### src/rtl/limb_multiply_accumulate_top_defines.svh
// assertion macros for the limb multiply-accumulate block
// used by limb_multiply_accumulate_top; no other dependencies
`ifndef LIMB_MULTIPLY_ACCUMULATE_TOP_DEFINES_SVH
`define LIMB_MULTIPLY_ACCUMULATE_TOP_DEFINES_SVH

`ifndef SYNTHESIS
`define LMA_ASSERT(lbl, clk, rstn, prop) \
  lbl: assert property (@(posedge clk) disable iff (!rstn) prop) \
    else $error("assertion failed");
`define LMA_ASSERT_NEXT(lbl, clk, rstn, pre, post) \
  lbl: assert property (@(posedge clk) disable iff (!rstn) (pre) |=> (post)) \
    else $error("assertion failed");
`else
`define LMA_ASSERT(lbl, clk, rstn, prop)
`define LMA_ASSERT_NEXT(lbl, clk, rstn, pre, post)
`endif

`endif

### src/rtl/lma_pkg.sv
// shared types and constants for the limb multiply-accumulate block
// no dependencies
package lma_pkg;

  localparam logic [1:0] MODE_MUL = 2'd0;
  localparam logic [1:0] MODE_ADD = 2'd1;
  localparam logic [1:0] MODE_SUB = 2'd2;

  localparam logic [1:0] CFG_MODE       = 2'd0;
  localparam logic [1:0] CFG_MULTIPLIER = 2'd1;
  localparam logic [1:0] CFG_CARRY_IN   = 2'd2;

  localparam int unsigned QUEUE_DEPTH = 2;
  localparam int unsigned QPTR_W      = $clog2(QUEUE_DEPTH);
  localparam int unsigned QCNT_W      = $clog2(QUEUE_DEPTH + 1);

  typedef enum logic [1:0] {
    OP_MUL,
    OP_ADD,
    OP_SUB
  } op_e;

  typedef struct packed {
    op_e  op;
    logic last;
    logic start;
  } ctrl_t;

  typedef struct packed {
    logic full;
    logic empty;
  } qstat_t;

endpackage

### src/rtl/lma_queue.sv
// short request queue between front end and arithmetic back end
// depends on lma_pkg
module lma_queue #(
  parameter int unsigned DATA_WIDTH = 8
) (
  input  logic                  clk_i,
  input  logic                  rst_ni,
  input  logic                  push_i,
  input  logic [DATA_WIDTH-1:0] wdata_i,
  input  logic                  pop_i,
  output logic [DATA_WIDTH-1:0] rdata_o,
  output lma_pkg::qstat_t       stat_o
);

  localparam int unsigned PW = lma_pkg::QPTR_W;
  localparam int unsigned CW = lma_pkg::QCNT_W;

  logic [DATA_WIDTH-1:0] mem_q [lma_pkg::QUEUE_DEPTH];
  logic [PW-1:0]         wr_ptr_q, wr_ptr_d, rd_ptr_q, rd_ptr_d;
  logic [CW-1:0]         cnt_q, cnt_d;

  assign stat_o.full  = (cnt_q == CW'(lma_pkg::QUEUE_DEPTH));
  assign stat_o.empty = (cnt_q == '0);
  assign rdata_o      = mem_q[rd_ptr_q];

  always_comb begin
    wr_ptr_d = wr_ptr_q;
    rd_ptr_d = rd_ptr_q;
    cnt_d    = cnt_q;
    if (push_i) begin
      wr_ptr_d = (wr_ptr_q == PW'(lma_pkg::QUEUE_DEPTH - 1)) ? '0 : wr_ptr_q + 1'b1;
    end
    if (pop_i) begin
      rd_ptr_d = (rd_ptr_q == PW'(lma_pkg::QUEUE_DEPTH - 1)) ? '0 : rd_ptr_q + 1'b1;
    end
    if (push_i && !pop_i) begin
      cnt_d = cnt_q + 1'b1;
    end else if (pop_i && !push_i) begin
      cnt_d = cnt_q - 1'b1;
    end
  end

  always_ff @(posedge clk_i or negedge rst_ni) begin
    if (!rst_ni) begin
      wr_ptr_q <= '0;
      rd_ptr_q <= '0;
      cnt_q    <= '0;
    end else begin
      wr_ptr_q <= wr_ptr_d;
      rd_ptr_q <= rd_ptr_d;
      cnt_q    <= cnt_d;
    end
  end

  always_ff @(posedge clk_i) begin
    if (push_i) begin
      mem_q[wr_ptr_q] <= wdata_i;
    end
  end

endmodule

### config.mk
export PLATFORM = sky130hd
export DESIGN_NAME = lma_queue
export DESIGN_NICKNAME = d
export VERILOG_FILES = /design/src/rtl/limb_multiply_accumulate_top_defines.svh /design/src/rtl/lma_pkg.sv /design/src/rtl/lma_queue.sv
export SDC_FILE = /design/constraint.sdc
export NUM_CORES = 1
export LEC_CHECK = 0
export BUFFER_PORTS_ARGS = -buffer_cell sky130_fd_sc_hd__buf_2
export CAP_MARGIN = 20
export CORE_MARGIN = 8
export CORE_UTILIZATION = 52
export DETAILED_ROUTE_END_ITERATION = 16
export GPL_ROUTABILITY_DRIVEN = 0
export PLACE_DENSITY = 0.83
export SETUP_SLACK_MARGIN = 0.15
export SLEW_MARGIN = 10
export SYNTH_ARGS = -nofsm -noshare
export SYNTH_HDL_FRONTEND = slang
export SYNTH_SLANG_ARGS = --single-unit
### constraint.sdc
create_clock -name clk_i -period 4.1 [get_ports clk_i]
set_clock_uncertainty 0.2 [all_clocks]
set_input_delay 0.82 -clock clk_i [delete_from_list [all_inputs] [get_ports clk_i]]
set_output_delay 0.82 -clock clk_i [all_outputs]
set_load 0.05 [all_outputs]
# == Yosys cells after proc, flatten, opt, wreduce, memory -nomap -nowiden ==
# Memory sizes are Yosys's and may differ from the RTL's.
# Cells that the tools add are included.
# totals
register_bits,4
ramBits,16
input_bits,12
out_inout_bits,10
wordCells,21
memories,1
# mem_list
name,words,width,rd,rd_clocked_by_memory_dff,wr,line,text
mem_q,2,8,1,0,1,lma_queue.sv:18,logic [DATA_WIDTH-1:0] mem_q [lma_pkg::QUEUE_DEPTH];
# classes
n_addsub,4
eq_ne,1
mux,6
reduce_logical,6
# op_table
op,count
1-bit two-way mux,4
2-bit two-way mux,2
"1-bit adder, second input constant",2
"2-bit by 1-bit adder with 2-bit output, second input constant",1
"2-bit equality test, second input constant",1
1-bit logical AND,2
1-bit zero test,2
2-bit zero test,1
2-bit nonzero test,1
"2-bit by 1-bit subtractor with 2-bit output, second input constant",1

# == Logic depth before layout (Yosys ltp) ==
# logic_depth
word_depth,4
ltp_mapped,5
depth_no_buf,5

# == Worst setup path before layout ==
# OpenSTA, ideal clock, no wires.
# synth_path
kind,register -> output
startpoint,reg cnt_q[0]
endpoint,out stat_o[0] in the netlist's numbering
t_arrival_ns,1.055
path_slack_ns,2.025
stages_incl_launch_ff,2
cell_sequence,dfrtp_1 -> nor2_1
# synth_lines
item,line,text
start: declaration,lma_queue.sv:20,"logic [CW-1:0] cnt_q, cnt_d;"
start signal: assignment,lma_queue.sv:51,cnt_q <= cnt_d;
end: declaration,lma_queue.sv:12,output lma_pkg::qstat_t stat_o

# == Worst setup path in the final report ==
# layout_path
startpoint,reg rd_ptr_q
endpoint,out rdata_o[3]
# layout_between
elab_chain_cells,1
# layout_rtl
item,line,text
start: declaration,lma_queue.sv:19,"logic [PW-1:0] wr_ptr_q, wr_ptr_d, rd_ptr_q, rd_ptr_d;"
start signal: assignment,lma_queue.sv:50,rd_ptr_q <= rd_ptr_d;
memory read 2 x 8 bit,-,
end: declaration,lma_queue.sv:11,"output logic [DATA_WIDTH-1:0] rdata_o,"
# No other way between the ends.

==> qor.yml <==
synthDistinctLibCells: 12
ff2ff_setup_slack_ns: 2.58
power.sequential.fraction_pct: 44.8
cts_max_level: 1
yosysWarningCount: 0
die_x_um: 54.5
internal_power_w: 0.000400
power_density_mw_per_mm2: 774
post-route-min-period_ns: 2.48
post_drt_via_cell_ratio: 4.96
critical_path_required_ns: 3.08
crit_path_max_incr_delay_ns: 0.58
pin_count: 22
pwr-share-comb_pct: 42.7
timing.final.hold_violations: 0
power_leakage_nw: 0.374
worstHoldPathType: "input pin to asynchronous set/reset pin"
holdBufCountCts: 0
ctsRootBufferMaster: "sky130_fd_sc_hd__clkbuf_4"
grt_pass1_wl_mm: 1.95
drt_first_iter_violations: 0
die_height_um: 54.5
antenna-diode-count: 0
netSwitchingFraction_pct: 43.1
timing.critical_path.arrival_ns: 1.46
grt_antenna_before_repair: 0
dp_worst_setup_slack_ns: 1.92
outcome: "finished clean"
cts-root-to-sink-buffers: 2
yosys_register_bits: 20
critPathLaunchType: "flip-flop"
final_cell_mix: "sky130_fd_sc_hd__buf_2 (21), sky130_fd_sc_hd__edfxtp_1 (16), sky130_fd_sc_hd__mux2_2 (8), sky130_fd_sc_hd__xor2_1 (4), sky130_fd_sc_hd__dfrtp_1 (4)"
cts_setup_buffers: 0
worst-slew-pin-transition_ns: 0.689
synthCells: 41
ir_worst_vdd_v: 0.000402
postSynthNetCount: 54
clkLatencyLatePin_ns: 0.29
drt-wirelength-per-cell_um: 15.3
fin_ws_ns: 1.62
worstSetupPathType: "flip-flop to primary output"
vias: 397
most_common_cell_after_layout_fill_and_taps_aside: "sky130_fd_sc_hd__buf_2"
switching_power_w: 0.000303
sequential_cell_area_fraction_in_the_yosys_report_pct: 75.3
initial_utilization_pct: 53.0
drv_slew: 0
route.final.wire_length_mm: 1.22
final_layout_fill_cell_count: 116
first_pass_iters: 1
globalRouteOverflowTotal: 0
tns_ns: 0
tritoncts_num_sinks: 20
final_area_um2: 907
synthesis.area_um2: 771
row_count: 14
synth.avg_cell_area_um2: 18.8
multi_input_area_um2: 175
clk_pin_slew_worst_paths_ns: 0.10
design.die.area_mm2: 0.00297
critical_path_peak_fanout: 9
grt_setup_unrepaired: "no"
drv.max_cap_violation_count: 0
nets: 79
grt_util_all_layers_pct: 9.49
fmax_mhz: 403
via_count_of_the_first_global_routing_pass: 436
io_buffer_count: 21
critical_path_endpoint_category: "primary output"
min_period_over_period_pct: 60.5
power.clock.fraction_pct: 12.5
slowest_stage: "sky130_fd_sc_hd__dfrtp_1"
max_slew_margin_pct: 54.0
final-seq-area_um2: 581
final_layout_size_suffix_gt1_share_pct: 51.6
critical_path_cell_sequence: "mux2_2, buf_2"
cts_tree: "built"
dpl_wire_length_um: 978
cts.repair.resized: 0
ant_nets: 0
cts_inserted_buffers: 3
largest_net_degree_at_the_start_of_global_routing: 11
core-area_mm2: 0.00145
drt_drc_violations_left: 0
area.growth.synth_to_final_pct: 17.7
report.final.setup_viol: 0
placement.cell_area_um2: 885
[layout make-up]
cell class | count | area share, %
well taps | 16 | 2.21
clock buffers | 3 | 2.48
inverters | 1 | 0.414
flip-flops and latches | 20 | 64.0
repair buffers | 21 | 11.6
multi-input cells | 19 | 19.3
[cell families (layout without fill, tap and decap cells)]
group	after synthesis	in the layout	share of synthesized area (%)
xor gates and xnor gates	5	5	5.68
adders and majority gates	1	1	1.62
buffers and inverters	2	25	1.95
DFF	20	20	75.3
muxes	8	8	11.7
and+or+nand+nor	5	5	3.74
[synth_stat cells]
cell type,instances,area (um^2)
sky130_fd_sc_hd__and2_1,1,6.26
sky130_fd_sc_hd__and2b_2,1,8.76
sky130_fd_sc_hd__buf_6,1,11.3
sky130_fd_sc_hd__dfrtp_1,4,100
sky130_fd_sc_hd__edfxtp_1,16,480
sky130_fd_sc_hd__ha_1,1,12.5
sky130_fd_sc_hd__inv_1,1,3.75
sky130_fd_sc_hd__mux2_2,8,90.1
sky130_fd_sc_hd__nor2_1,2,7.51
sky130_fd_sc_hd__nor2b_1,1,6.26
sky130_fd_sc_hd__xnor2_1,1,8.76
sky130_fd_sc_hd__xor2_1,4,35.0
[final timing paths]
kind	start	end	cells past startpoint
max	rd_ptr_q	rdata_o[3]	2
min	rst_ni	cnt_q[0]	1
max reg2reg	wr_ptr_q	mem_q[0][0]	1
min reg2reg	cnt_q[1]	cnt_q[1]	1
max in group asynchronous	rst_ni	rd_ptr_q	1
min in group clk_i	cnt_q[1]	cnt_q[1]	1
[metal layers]
| layer | track usage, % | routed length, um | vias up |
|---|---|---|---|
| li1 | - | - | 196 |
| met1 | 11.6 | 546 | 184 |
| met2 | 13.2 | 561 | 15 |
| met3 | 4.35 | 86 | 2 |
| met4 | 6.15 | 25 | 0 |
| met5 | 0 | 0 | - |
[power by group through the flow]
stage	Clock, W	Combinational [W]	Sequential (W)
2_1_floorplan	0	0.000267	0.000298
3_3_place_gp	0	0.000299	0.000316
3_5_place_dp	0	0.000305	0.000321
4_1_cts	0.0000884	0.000305	0.000316
5_1_grt	0.0000995	0.000317	0.000323
6_report	0.0000880	0.000300	0.000314
[worst max-delay path, delay by kind of cell, from the launching register on]
kind     cells  cell delay [ns]
flops        1             0.58
mux          1             0.38
buf+inv      1             0.21
[through the flow]
stage | total power [W] | util [%] | std cells | hold WS (ns)
3_5_place_dp | 0.000625 | 60.8 | 77 | 0.277
4_1_cts | 0.000710 | 62.4 | 80 | 0.108
5_1_grt | 0.000739 | 62.4 | 80 | 0.102
3_3_place_gp | 0.000615 | 60.8 | 77 | 0.270
2_1_floorplan | 0.000566 | - | 41 | 0.255
6_report | 0.000702 | 62.4 | 80 | 0.110
[sequential cells by signal, summed over array words and instances, names as in the netlist]
signal    count
wr_ptr_q      1
rd_ptr_q      1
cnt_q         2
mem_q        16
Power figures use the tool's default switching activity.
