## src/rtl/limb_multiply_accumulate_top_defines.svh

```systemverilog
// assertion macros for the limb multiply-accumulate block
// used by limb_multiply_accumulate_top; no other dependencies
`ifndef LIMB_MULTIPLY_ACCUMULATE_TOP_DEFINES_SVH
`define LIMB_MULTIPLY_ACCUMULATE_TOP_DEFINES_SVH

`ifndef SYNTHESIS
`define LMA_ASSERT(lbl, clk, rstn, prop) \
  lbl: assert property (@(posedge clk) disable iff (!rstn) prop) \
    else $error("assertion failed");
`define LMA_ASSERT_NEXT(lbl, clk, rstn, pre, post) \
  lbl: assert property (@(posedge clk) disable iff (!rstn) (pre) |=> (post)) \
    else $error("assertion failed");
`else
`define LMA_ASSERT(lbl, clk, rstn, prop)
`define LMA_ASSERT_NEXT(lbl, clk, rstn, pre, post)
`endif

`endif

```

## src/rtl/lma_pkg.sv

```systemverilog
// shared types and constants for the limb multiply-accumulate block
// no dependencies
package lma_pkg;

  localparam logic [1:0] MODE_MUL = 2'd0;
  localparam logic [1:0] MODE_ADD = 2'd1;
  localparam logic [1:0] MODE_SUB = 2'd2;

  localparam logic [1:0] CFG_MODE       = 2'd0;
  localparam logic [1:0] CFG_MULTIPLIER = 2'd1;
  localparam logic [1:0] CFG_CARRY_IN   = 2'd2;

  localparam int unsigned QUEUE_DEPTH = 2;
  localparam int unsigned QPTR_W      = $clog2(QUEUE_DEPTH);
  localparam int unsigned QCNT_W      = $clog2(QUEUE_DEPTH + 1);

  typedef enum logic [1:0] {
    OP_MUL,
    OP_ADD,
    OP_SUB
  } op_e;

  typedef struct packed {
    op_e  op;
    logic last;
    logic start;
  } ctrl_t;

  typedef struct packed {
    logic full;
    logic empty;
  } qstat_t;

endpackage

```

## src/rtl/lma_front.sv

```systemverilog
// front end: accepts limb requests, decodes the mode and tracks run starts
// depends on lma_pkg
module lma_front #(
  parameter int unsigned LIMB_WIDTH = 64
) (
  input  logic                  clk_i,
  input  logic                  rst_ni,
  input  logic                  in_valid_i,
  output logic                  in_stall_o,
  input  logic [LIMB_WIDTH-1:0] first_limb_i,
  input  logic [LIMB_WIDTH-1:0] second_limb_i,
  input  logic                  last_i,
  input  logic [1:0]            mode_i,
  input  logic [LIMB_WIDTH-1:0] carry_in_i,
  input  lma_pkg::qstat_t       q_stat_i,
  output logic                  push_o,
  output logic [LIMB_WIDTH-1:0] mcand_o,
  output logic [LIMB_WIDTH-1:0] other_o,
  output logic [LIMB_WIDTH-1:0] init_o,
  output lma_pkg::ctrl_t        ctrl_o
);

  logic        run_start_q, run_start_d;
  logic        accept;
  lma_pkg::op_e op;

  assign in_stall_o = q_stat_i.full;
  assign accept     = in_valid_i && !q_stat_i.full;
  assign push_o     = accept;

  always_comb begin
    case (mode_i)
      lma_pkg::MODE_ADD: op = lma_pkg::OP_ADD;
      lma_pkg::MODE_SUB: op = lma_pkg::OP_SUB;
      default:           op = lma_pkg::OP_MUL;
    endcase
  end

  assign mcand_o      = (op == lma_pkg::OP_MUL) ? first_limb_i : second_limb_i;
  assign other_o      = first_limb_i;
  assign init_o       = (op == lma_pkg::OP_MUL) ? carry_in_i : '0;
  assign ctrl_o.op    = op;
  assign ctrl_o.last  = last_i;
  assign ctrl_o.start = run_start_q;

  assign run_start_d = accept ? last_i : run_start_q;

  always_ff @(posedge clk_i or negedge rst_ni) begin
    if (!rst_ni) begin
      run_start_q <= 1'b1;
    end else begin
      run_start_q <= run_start_d;
    end
  end

endmodule

```

## config.mk

```make
export PLATFORM = sky130hd
export DESIGN_NAME = lma_front
export DESIGN_NICKNAME = d
export VERILOG_FILES = /design/src/rtl/limb_multiply_accumulate_top_defines.svh /design/src/rtl/lma_pkg.sv /design/src/rtl/lma_front.sv
export SDC_FILE = /design/constraint.sdc
export NUM_CORES = 1
export LEC_CHECK = 0
export ABC_AREA = 1
export ABC_CLOCK_PERIOD_IN_PS = 1770
export BUFFER_PORTS_ARGS = -buffer_cell sky130_fd_sc_hd__buf_2
export CAP_MARGIN = 5
export CORE_AREA = 3 3 152 154
export CTS_CLUSTER_SIZE = 14
export DETAILED_ROUTE_END_ITERATION = 8
export DIE_AREA = 0 0 155 157
export GPL_TIMING_DRIVEN = 0
export PLACE_DENSITY_LB_ADDON = 0.05
export SLEW_MARGIN = 0
export SYNTH_ARGS = -nofsm -noshare
export SYNTH_HDL_FRONTEND = slang
export SYNTH_SLANG_ARGS = --single-unit
```

## constraint.sdc

```tcl
create_clock -name clk_i -period 1.77 [get_ports clk_i]
set_input_delay 0.4425 -clock clk_i [delete_from_list [all_inputs] [get_ports clk_i]]
set_output_delay 0.4425 -clock clk_i [all_outputs]
set_load 0.01 [all_outputs]
```

Word level (Yosys, flattened, before mapping)
Cells that the tools add are included.
- equal/unequal tests: 2
- multiplexer cells: 3
- reductions and logical operators: 3
- operator list (kind ; count):
    $mux W64 ; 2
    $pmux W2 S2 ; 1
    $eq A2 B1 Y1 const B ; 1
    $eq A2 B2 Y1 const B ; 1
    $logic_not A2 Y1 ; 1
    $logic_and A1 B1 Y1 ; 1
    $logic_not A1 Y1 ; 1
- register bits after elaboration: 1
- input bits: 200
- output and inout bits: 198
- word-level logic and storage cells: 9

Longest topological paths before layout
Gate-level depths: netlist of run 1.
- depth after elaboration: 4
- mapped depth: 6

Worst setup path before layout of run 1
OpenSTA, ideal clock, no wires.
- path type: input to output
- start point: input port mode_i[0]
- end point: output port mcand_o[61]
- arrival time: 1.385 ns
- data required time: 1.327 ns
- path slack: -0.057 ns
- stages: 5
- buffers on the path: 2
- path through: inv_1 > ha_1 > buf_4 > buf_2 > o21ai_0
- cells in the longest elaborated chain, start to end: 4
- RTL lines (what ; line ; RTL):
    from (decl) ; lma_front.sv:13 ; input logic [1:0] mode_i,
    $eq A2 B2 Y1 / $eq A2 B1 Y1 (equally long branches) ; lma_front.sv:32 ; case (mode_i)
    $pmux W2 S2 (*) ; lma_front.sv:32 ;
    $logic_not A2 Y1 (*) ; lma_front.sv:39 ; assign mcand_o = (op == lma_pkg::OP_MUL) ? first_limb_i : second_limb_i;
    $mux W64 (*) ; lma_front.sv:39 ;
    to (decl) ; lma_front.sv:17 ; output logic [LIMB_WIDTH-1:0] mcand_o,
Every way passes the cells marked *; elsewhere a longest branch is shown, timed or not.

Worst setup path after layout of run 1
- start point: input port mode_i[1]
- end point: output port mcand_o[9]
Same word-level chain as after synthesis.

==> results of run 1 <==
## layout make-up
cell class                      count  area, sq um  area share
Timing Repair Buffer              404         2230       0.445
Multi-Input combinational cell    198         1100       0.220
Buffer                             88          797       0.159
Inverter                          132          498      0.0995
Tap cell                          280          350      0.0700
Sequential cell                     1         26.3     0.00525
## Yosys cell counts
library cell / count / area, sq um
sky130_fd_sc_hd__buf_4: 72 / 541
sky130_fd_sc_hd__dfstp_2: 1 / 26.3
sky130_fd_sc_hd__inv_1: 132 / 495
sky130_fd_sc_hd__clkbuf_1: 1 / 3.75
sky130_fd_sc_hd__ha_1: 2 / 25.0
sky130_fd_sc_hd__nand2_1: 131 / 492
sky130_fd_sc_hd__o21ai_1: 4 / 20.0
sky130_fd_sc_hd__nand3_1: 1 / 5.00
sky130_fd_sc_hd__buf_2: 15 / 75.1
sky130_fd_sc_hd__o21ai_0: 60 / 300
## worst register-to-register path, stage by stage, from the launching register on
cell and delay, ns:
sky130_fd_sc_hd__dfstp_2 0.50, sky130_fd_sc_hd__nand2_1 0.05, sky130_fd_sc_hd__nand2_1 0.05
## cell families (layout without fill, tap and decap cells)
family | after synthesis | in the layout
simple gates | 132 | 132
flops | 1 | 1
buf+inv | 220 | 624
fa+ha+maj | 2 | 2
compound gates | 64 | 64
## metal layers
metal	wire, microns	global-route usage	up-vias
met5	13	0	-
met4	46	0.00126	2
met3	1820	0.0363	8
met2	8520	0.230	236
met1	4040	0.0892	1581
li1	-	-	1923
## through the flow
stage | utilization | total power, uW
finish | 0.229 | 1760
global route | 0.229 | 1930
CTS | 0.214 | 1660
detailed placement | 0.198 | 1450
global placement | 0.198 | 1480
floorplan | - | 716
## path summary, 6_finish.rpt
check	depth (start not counted)	start	slack, ns	end
worst max-delay path	7	mode_i[1]	-0.15	mcand_o[9]
worst min-delay path	1	rst_ni	0.39	run_start_q$_DFFE_PN1P_
worst max register to register	2	run_start_q$_DFFE_PN1P_	1.10	run_start_q$_DFFE_PN1P_
worst min register to register	2	run_start_q$_DFFE_PN1P_	0.45	run_start_q$_DFFE_PN1P_
max in group asynchronous	1	rst_ni	1.36	run_start_q$_DFFE_PN1P_
min in group clk_i	2	run_start_q$_DFFE_PN1P_	0.45	run_start_q$_DFFE_PN1P_
## power by group
group          switching, uW  total, uW  internal [uW]
Clock                      0          0              0
Sequential              1.34       29.5           28.2
Combinational            854       1730            872
## repair_timing
item                                   CTS  global route
hold buffers                             0             0
cloned                                   3             4
pin swaps                                7             4
gates resized for setup                101            72
buffers inserted                         1             0
setup endpoints to repair              128           128
endpoints found under the hold margin    0             0
==> results.txt, run 1 <==
- Number of global-route vias before repair: 3539
* Per-cell via count in the routed design: 3.40
* Fill count: 2603
- The core region is 21800 sq um.
* First-pass GRT wire length: 19700 microns
* Yosys warning total: 0
* Combinational family with the most area after synthesis: buffers and inverters
* Most common cell after layout, fill and taps aside: sky130_fd_sc_hd__buf_2
- In this run the worst path has a maximum fanout of 8.
- Seq cells post-synth: 1
- The tightest min-delay check is of the in -> async type.
* Area of all placed cells without fillers: 5000 sq um
- Total routing usage reported by global routing: 0.102
- For this block, the initial DRC count from the detailed router was 50.
- Layout cells sized above 1: 0.680
* Horizontal die dimension: 155 microns
* Pwr dens: 351 nW/um^2
* Final-report setup violation count: 128
- The count of nets left with antenna violations once routing finished came out at 0.
* Final count of hold timing violations: 0
- DRT Wirelength: 14400 microns
- Failing checks: negative setup slack
* Area share of fa/ha/maj cells after synthesis: 0.0126
- Highest clock frequency the design can meet: 521 MHz
- Data arrives at the worst endpoint at 1.48 ns.
* Crit path max-delay family: buffers and inverters
- Final hold analysis gives a worst-case slack of 0.385 ns.
- For this run, design rule violations remaining after detail routing come to 0.
- Commonest cells after routing, fill and taps aside: sky130_fd_sc_hd__buf_2, sky130_fd_sc_hd__inv_1, sky130_fd_sc_hd__nand2_1, sky130_fd_sc_hd__buf_4, sky130_fd_sc_hd__o21ai_1
* Top Ports: 398
- The number of nets in the synthesized netlist is 621.
- The initial antenna violation count is 2.
- Total number of nets in the final design: 1027
* Mean Syn Cell Area: 4.73 sq um
- Prior to clock tree synthesis, the placed netlist has a worst setup slack of -0.450 ns.
- The floorplan step set the die height to 157 microns.
* Area delta synth->final: 152%
- Kind of critical path: in -> out
* Run status: finished, violations left
- Critical Path Source Type: input port
* Critical path required time: 1.33 ns
- Transition time at the pin with the least slew margin: 0.230 ns
* Largest vdd supply drop: 0.126 mV
- The largest individual stage delay along the critical path comes from the cell sky130_fd_sc_hd__ha_4.
- Die area: 24300 sq um
- Diodes inserted: 0
* # Max-Cap Violations: 0
* Maximum number of pins on one net before global-route repair: 11
* Critical path capture point type: output pin
- After routing, the total negative slack on setup checks comes to -11.55 ns.
* Post-place instance area: 4320 sq um
- Final Skew: 0 ns
- Simple-gate area share of the yosys netlist: 0.250
- Distinct cells, synth: 10
- Number of flip-flops in the largest register: 1
* Final Non-Filler Cells: 1103
* Portion of netlist area occupied by mux cells: 0
* Post-synthesis cell area: 1980 sq um
- The max-slew violation count was 0.
* TritonRoute pass-1 iters: 4
* Largest registers: run_start_q x1
* Stage delay of the slowest cell on the critical path: 0.32 ns
* Clock latency reported for the late side of the worst-skew pair: 0 ns
- CTS clock-pin slew for the worst setup and hold paths: 0 ns
* Half-perimeter wire length after placement: 12700 microns
- Most flop-heavy register: run_start_q
- In the post-route analysis, the smallest setup slack over all paths is -0.149 ns.
- The compound-cell area share of the yosys netlist was 0.162.
- Crit path buf inv count: 4
- The initial utilization of the core area, before any placement, comes to 0.0909.
- The signal on the critical path passes through buf_6 > ha_4 > buf_16 > clkbuf_16 > nand2_2 > o21ai_1 > buf_2.
- Cell Count Post-Placement: 1095
- Of the available clock period, the critical path in the final layout requires 1.08.
- Summing over every cut layer, the via total after detailed routing is 3750.
* Area share of xor/xnor cells in the synthesized design: 0
* Count of buffers inserted at the top-level ports: 396
* Post-layout min period: 1.92 ns
* RSZ-0062 raised after global routing: true
- Headroom to the max-slew limit came out at 0.847.
* Routability cong.: 0.720
- Total number of placement rows: 54
- Instance count of the mapped netlist: 419
- Of the synthesized area, sequential elements account for 0.0132.
* Leakage component of the power: 0.00357 uW
- Dividing the detail-routed wire length by the instance count gives 13.1 microns.
* Gr ovfl total: 0
Power figures use the tool's default switching activity.
==> run 2: changes to the inputs <==
--- a/config.mk
+++ b/config.mk
@@ -14,7 +14,7 @@
 export DETAILED_ROUTE_END_ITERATION = 8
 export DIE_AREA = 0 0 155 157
 export GPL_TIMING_DRIVEN = 0
-export PLACE_DENSITY_LB_ADDON = 0.05
+export PLACE_DENSITY = 0.39
 export SLEW_MARGIN = 0
 export SYNTH_ARGS = -nofsm -noshare
 export SYNTH_HDL_FRONTEND = slang
==> results.txt, run 2 (synthesis gave the netlist of run 1 again) <==
- Fill cells in the final layout number 2547.
- For this design the ratio of total power to cell area is 352 nW/um^2.
* Maximum fanout along the worst path: 7
* Cell breakdown of the critical path: buf_8 > inv_4 > ha_4 > buf_12 > buf_12 > buf_16 > nand2_2 > o21ai_1 > buf_2
- Post-route ant nets: 0
- STA puts the critical path data required time at 1.33 ns.
* Horizontal die dimension: 155 microns
- Most flop-heavy register: run_start_q
* Core region area: 21800 sq um
- Stage delay of the slowest cell on the critical path: 0.33 ns
* DIE HEIGHT: 157 microns
* Cell Count Post-Placement: 1095
- Final count of hold timing violations: 0
- TritonRoute pass-1 iters: 4
- The die covers 24300 sq um.
- After clock tree synthesis, the clock-pin slew on the worst setup and hold paths is 0 ns.
- Routability cong.: 0.750
* Maximum number of pins on one net before global-route repair: 11
- For this block, the initial DRC count from the detailed router was 124.
- Top Ports: 398
- The library cells used most frequently in the layout, excluding fill and tap cells, are sky130_fd_sc_hd__buf_2, sky130_fd_sc_hd__inv_1, sky130_fd_sc_hd__nand2_1, sky130_fd_sc_hd__buf_4, sky130_fd_sc_hd__o21ai_1.
- Setup violations remaining at the end of the flow were counted as 128.
* Number of max-slew violations in the final report: 0
* Highest clock frequency the design can meet: 509 MHz
- Most Frequent Cell on Critical Path: sky130_fd_sc_hd__buf_12
- Before CTS, the worst setup slack after placement is -0.558 ns.
* RSZ-0062 raised after global routing: true
- STA classifies the critical path startpoint as an input port.
- In the final design database the tool counted 1025 nets.
- In this run the static leakage power is 0.00356 uW.
* First-pass GRT wire length: 19600 microns
* Overall power after layout: 1740 uW
- From synthesis to final layout, the design area changed by 149%.
* Total number of placement rows: 54
- After detailed routing, the number of remaining DRC violations is 0.
- PnR worst setup slack: -0.196 ns
- The worst-case IR drop observed on VDD is 0.154 mV.
* Count of buffers inserted at the top-level ports: 396
- Diodes inserted: 0
- Part of the cycle the worst path needs: 1.11
* Most common cell after layout, fill and taps aside: sky130_fd_sc_hd__buf_2
- Number of global-route vias before repair: 3506
- The flow ran to the end, but the final reports show violations.
* Final-layout worst hold slack: 0.377 ns
- Of the cells placed in the final design, the portion with a size suffix greater than 1 is 0.667.
- The largest registers in the layout are run_start_q x1.
- Gr ovfl total: 0
- # Max-Cap Violations: 0
- Via count: 3794
- Worst slew slack as a fraction of its limit: 0.841
* Post-layout min period: 1.97 ns
* Starting utilization of the core area: 0.0909
* Total routing usage reported by global routing: 0.101
* Number of flip-flops in the largest register: 1
- Final Non-Filler Cells: 1101
- By startpoint and endpoint, the worst setup path is classified as in -> out.
- The largest individual stage delay along the critical path comes from the cell sky130_fd_sc_hd__ha_4.
- Clock latency reported for the late side of the worst-skew pair: 0 ns
- DRT Wirelength: 14400 microns
* Hold crit path type: in -> async
- Failing checks: negative setup slack
- Mean routed wirelength per cell: 13.0 microns
* Final Skew: 0 ns
* Transition time at the pin with the least slew margin: 0.238 ns
* Critical path capture point type: output pin
- Half-perimeter wire length after placement: 12500 microns
- Number of antenna violations at the first check in global routing: 5
- At the worst endpoint, the arrival time is 1.52 ns.
* Per-cell via count in the routed design: 3.45
-- run 2: changes by cell type in the layout (fill, tap and decap cells not counted), sizes merged --
cell	previous run	this run
clkbuf	4	2
-- run 2: final timing paths --
kind                                    startpoint                       to  slack [ns]  cells after the start
setup / recovery                         mode_i[0]              mcand_o[23]       -0.20                      9
hold / removal                              rst_ni  run_start_q$_DFFE_PN1P_        0.38                      1
setup reg to reg           run_start_q$_DFFE_PN1P_  run_start_q$_DFFE_PN1P_        1.10                      2
hold reg to reg            run_start_q$_DFFE_PN1P_  run_start_q$_DFFE_PN1P_        0.46                      2
max in group asynchronous                   rst_ni  run_start_q$_DFFE_PN1P_        1.37                      1
min in group clk_i         run_start_q$_DFFE_PN1P_  run_start_q$_DFFE_PN1P_        0.46                      2
-- run 2: stage by stage --
step / util / TNS, ns / instance area, sq um
6_report: 0.227 / -17.09 / 4940
5_1_grt: 0.227 / -25.94 / 4940
4_1_cts: 0.216 / -21.11 / 4710
3_5_place_dp: 0.198 / -54.98 / 4320
3_3_place_gp: 0.198 / -52.64 / 4320
2_1_floorplan: - / -0.680 / 1980
-- run 2: routing by layer --
layer	vias to the layer above	share of wire	track usage
met5	-	0.0049	0
met4	10	0.0075	0.00378
met3	18	0.10	0.0250
met2	238	0.54	0.211
met1	1611	0.34	0.106
li1	1917	-	-
-- run 2: where the power goes --
group	internal (uW)	leakage [uW]	switching, uW
combinational	847	0.00355	863
clock	0	0	0
sequential	28.2	0.0000105	1.56
-- run 2: critical path: cells and delay by family --
family	cells	cell delay, ns
buffers and inverters	6	0.64
adder cells (fa/ha/maj)	1	0.33
AO/OA/AOI/OAI	1	0.06
AND/OR/NAND/NOR	1	0.04
-- run 2: cell type report --
type,instances,area [sq um],share of cell area
Buffer,88,783,0.158
Multi-Input combinational cell,198,1100,0.223
Sequential cell,1,26.3,0.00532
Timing Repair Buffer,402,2180,0.441
Tap cell,280,350,0.0709
Inverter,132,498,0.101
-- run 2: repair_timing --
item / CTS / global route
hold buffers: 0 / 0
cloned: 4 / 1
gates resized for setup: 94 / 64
pin swaps: 4 / 2
buffers inserted: 1 / 0
endpoints found under the setup margin: 128 / 128
==> run 3: changes to the inputs <==
--- a/config.mk
+++ b/config.mk
@@ -5,16 +5,16 @@
 export SDC_FILE = /design/constraint.sdc
 export NUM_CORES = 1
 export LEC_CHECK = 0
-export ABC_AREA = 1
+export ABC_AREA = 0
 export ABC_CLOCK_PERIOD_IN_PS = 1770
 export BUFFER_PORTS_ARGS = -buffer_cell sky130_fd_sc_hd__buf_2
 export CAP_MARGIN = 5
-export CORE_AREA = 3 3 152 154
+export CORE_AREA = 3 3 153 155
 export CTS_CLUSTER_SIZE = 14
 export DETAILED_ROUTE_END_ITERATION = 8
-export DIE_AREA = 0 0 155 157
+export DIE_AREA = 0 0 156 158
 export GPL_TIMING_DRIVEN = 0
-export PLACE_DENSITY = 0.39
+export PLACE_DENSITY = 0.38
 export SLEW_MARGIN = 0
 export SYNTH_ARGS = -nofsm -noshare
 export SYNTH_HDL_FRONTEND = slang
==> results.txt, run 3 <==
- Highest clock frequency the design can meet: 477 MHz
* Total routing usage reported by global routing: 0.0783
- Largest registers: run_start_q x1
* Diodes inserted: 0
- For this configuration, the core starts out at a cell density of 0.0922.
* Mean routed wirelength per cell: 13.5 microns
- Worst setup path startpoint: mode_i[0]
* Total number of placement rows: 54
- The worst setup path is of the in -> out kind.
* Gr ovfl total: 0
* Die area: 24600 sq um
- TritonRoute pass-1 iters: 4
* Multi-input gate area in the final layout: 1500 sq um
* Fraction of synthesis flops using an asynchronous set or reset pin: 1.00
- Final routed DRC violation total: 0
- In this run the worst path has a maximum fanout of 5.
- Number of antenna violations at the first check in global routing: 1
* RSZ-0062 raised after global routing: true
- Summing all flip-flop and latch instances after layout gives 26.3 sq um.
* Post-route ant nets: 0
- Detailed routing inserted a total of 2968 vias.
* Most common library cells after synthesis: sky130_fd_sc_hd__buf_4, sky130_fd_sc_hd__and2_1, sky130_fd_sc_hd__mux2_4
- The worst register-to-register path ends at run_start_q$_DFFE_PN1P_.
- The clock reaches the later pin of the worst-skew pair after 0 ns.
* Critical Path Source Type: input port
* Number of flip-flops in the largest register: 1
* Maximum number of pins on one net before global-route repair: 12
- Largest vdd supply drop: 0.175 mV
- The library cell used most frequently in the layout, excluding fill and tap cells, is sky130_fd_sc_hd__buf_2.
* Layout cells sized above 1: 0.962
- CTS clock-pin slew for the worst setup and hold paths: 0 ns
- Number of cells on the worst reg-to-reg path: 1
- Worst slew slack as a fraction of its limit: 0.892
* Leakage component of the power: 0.00311 uW
* PnR worst setup slack: -0.325 ns
* First-pass GRT wire length: 15400 microns
- Final-layout worst hold slack: 0.378 ns
- Ranking of synthesized cells by area: sky130_fd_sc_hd__mux2_4, sky130_fd_sc_hd__buf_4, sky130_fd_sc_hd__and2_1
* DIE HEIGHT: 158 microns
- Across the routed clock network, the largest skew measured is 0 ns.
- STA puts the critical path data required time at 1.33 ns.
- Arr. time, crit path: 1.65 ns
* Worst-case register-to-register setup slack: 1.07 ns
* Instance count of the mapped netlist: 216
- Total number of nets in the final design: 828
* Number of enable-type register cells in the synthesized netlist: 0
* # Max-Cap Violations: 0
- Summed over all nets, the half-perimeter wirelength after detailed placement is 10400 microns.
- The max-slew violation count was 0.
* Mean Syn Cell Area: 9.37 sq um
- Most flop-heavy register: run_start_q
- The top cell types in the final layout, fill and taps aside, are sky130_fd_sc_hd__buf_2, sky130_fd_sc_hd__buf_6, sky130_fd_sc_hd__buf_4, sky130_fd_sc_hd__mux2_4, sky130_fd_sc_hd__and2_4.
- The tightest min-delay check is of the in -> async type.
- The checks that failed: negative setup slack.
* Library cell occupying the most area in the post-synthesis netlist: sky130_fd_sc_hd__mux2_4
* Routability cong.: 0.776
* Core region area: 22000 sq um
* Distinct cells, synth: 11
- Post-layout min period: 2.10 ns
* Area delta synth->final: 168%
* Most common cell in the synthesized netlist: sky130_fd_sc_hd__buf_4
- Critical path capture point type: output pin
- Counting flops and latches in the post-synthesis netlist gives 1.
- Final-report setup violation count: 128
* Horizontal die dimension: 156 microns
* Pre-CTS setup slack: -0.408 ns
* Most used DFF post-synth: sky130_fd_sc_hd__dfstp_2
- The via count of the first global-routing pass was 2771.
* Net count of the mapped netlist: 418
- Yosys warning total: 0
- Buffers placed on the I/O ports in this run total 396.
- Area share of the largest cell type after synthesis: 0.415
- Dividing the final minimum period by the clock period gives 1.18.
- In this run the critical register-to-register path is launched from run_start_q$_DFFE_PN1P_.
- Transition time at the pin with the least slew margin: 0.161 ns
* Pwr dens: 367 nW/um^2
- Top Ports: 398
- Post-synthesis cell area: 2020 sq um
- The final hold violation count is 0.
- Starting DRC count in detailed routing: 63
* DRT Wirelength: 12200 microns
- Sequential fraction of the synthesis area: 0.0130
- Fill count: 2385
- Run status: finished, violations left
- Using the TritonRoute via totals, the vias-per-cell ratio works out to 3.28.
## run 3: cell count changes after synthesis, sizes merged
cell    change
mux2       +65
nand2     -131
o21ai      -64
inv       -130
nor2b       +1
and2       +64
nand3       -1
clkbuf      +5
buf        -12
## run 3: logic make-up (layout without fill, tap and decap cells)
logic type                 count (synthesis)  count (layout)  synth area share
adders and majority gates                  2               2            0.0124
buffers and inverters                     83             491             0.308
DFF                                        1               1            0.0130
muxes                                     65              65             0.465
and+or+nand+nor                           65              65             0.201
## run 3: layout make-up
class	count	area share
buffer	79	0.132
multi-input combinational	132	0.276
sequential	1	0.00485
timing repair buffer	410	0.520
tap	280	0.0647
inverter	2	0.00185
## run 3: worst max-delay path, cell delays in order
cell,delay [ns]
sky130_fd_sc_hd__buf_8,0.08
sky130_fd_sc_hd__inv_4,0.03
sky130_fd_sc_hd__ha_4,0.32
sky130_fd_sc_hd__buf_16,0.13
sky130_fd_sc_hd__buf_12,0.11
sky130_fd_sc_hd__buf_12,0.11
sky130_fd_sc_hd__mux2_4,0.30
sky130_fd_sc_hd__buf_6,0.12
## run 3: through the flow
step,instance area [sq um],std cells,setup TNS [ns],total power [uW],utilization
final,5420,904,-29.82,1990,0.247
after global routing,5420,904,-34.64,2120,0.247
after CTS,5140,904,-33.81,1880,0.234
after detailed placement,4390,892,-39.12,1490,0.200
after global placement,4390,892,-39.80,1500,0.200
after floorplan,2060,216,0,847,-
## run 3: worst max-delay path by stage
| stage | endpoint | depth (start not counted) |
|---|---|---|
| after floorplan | mcand_o[10] | 5 |
| after global placement | mcand_o[51] | 7 |
| after detailed placement | mcand_o[51] | 7 |
| after CTS | mcand_o[14] | 8 |
| after global routing | mcand_o[51] | 7 |
| final | mcand_o[9] | 8 |
## run 3: where the power goes
group / total, uW / leakage (uW) / internal, uW / switching [uW]
combinational: 1960 / 0.00310 / 1240 / 717
clock: 0 / 0 / 0 / 0
sequential: 30.6 / 0.0000105 / 29.1 / 1.54
## run 3: layer usage
metal  GRT usage  up-vias  part of all wire
li1            -     1451                 -
met5           0        -            0.0011
met1      0.0799     1308              0.32
met3     0.00847        4             0.087
met2       0.175      203              0.59
met4     0.00168        2            0.0024
## run 3: repair_timing
| item | CTS | global route |
|---|---|---|
| hold buffers | 0 | 0 |
| setup buffers | 7 | 2 |
| gates resized for setup | 107 | 76 |
| gates cloned | 6 | 1 |
| pin swaps | 15 | 25 |
| endpoints found under the setup margin | 128 | 128 |
| endpoints found under the hold margin | 0 | 0 |
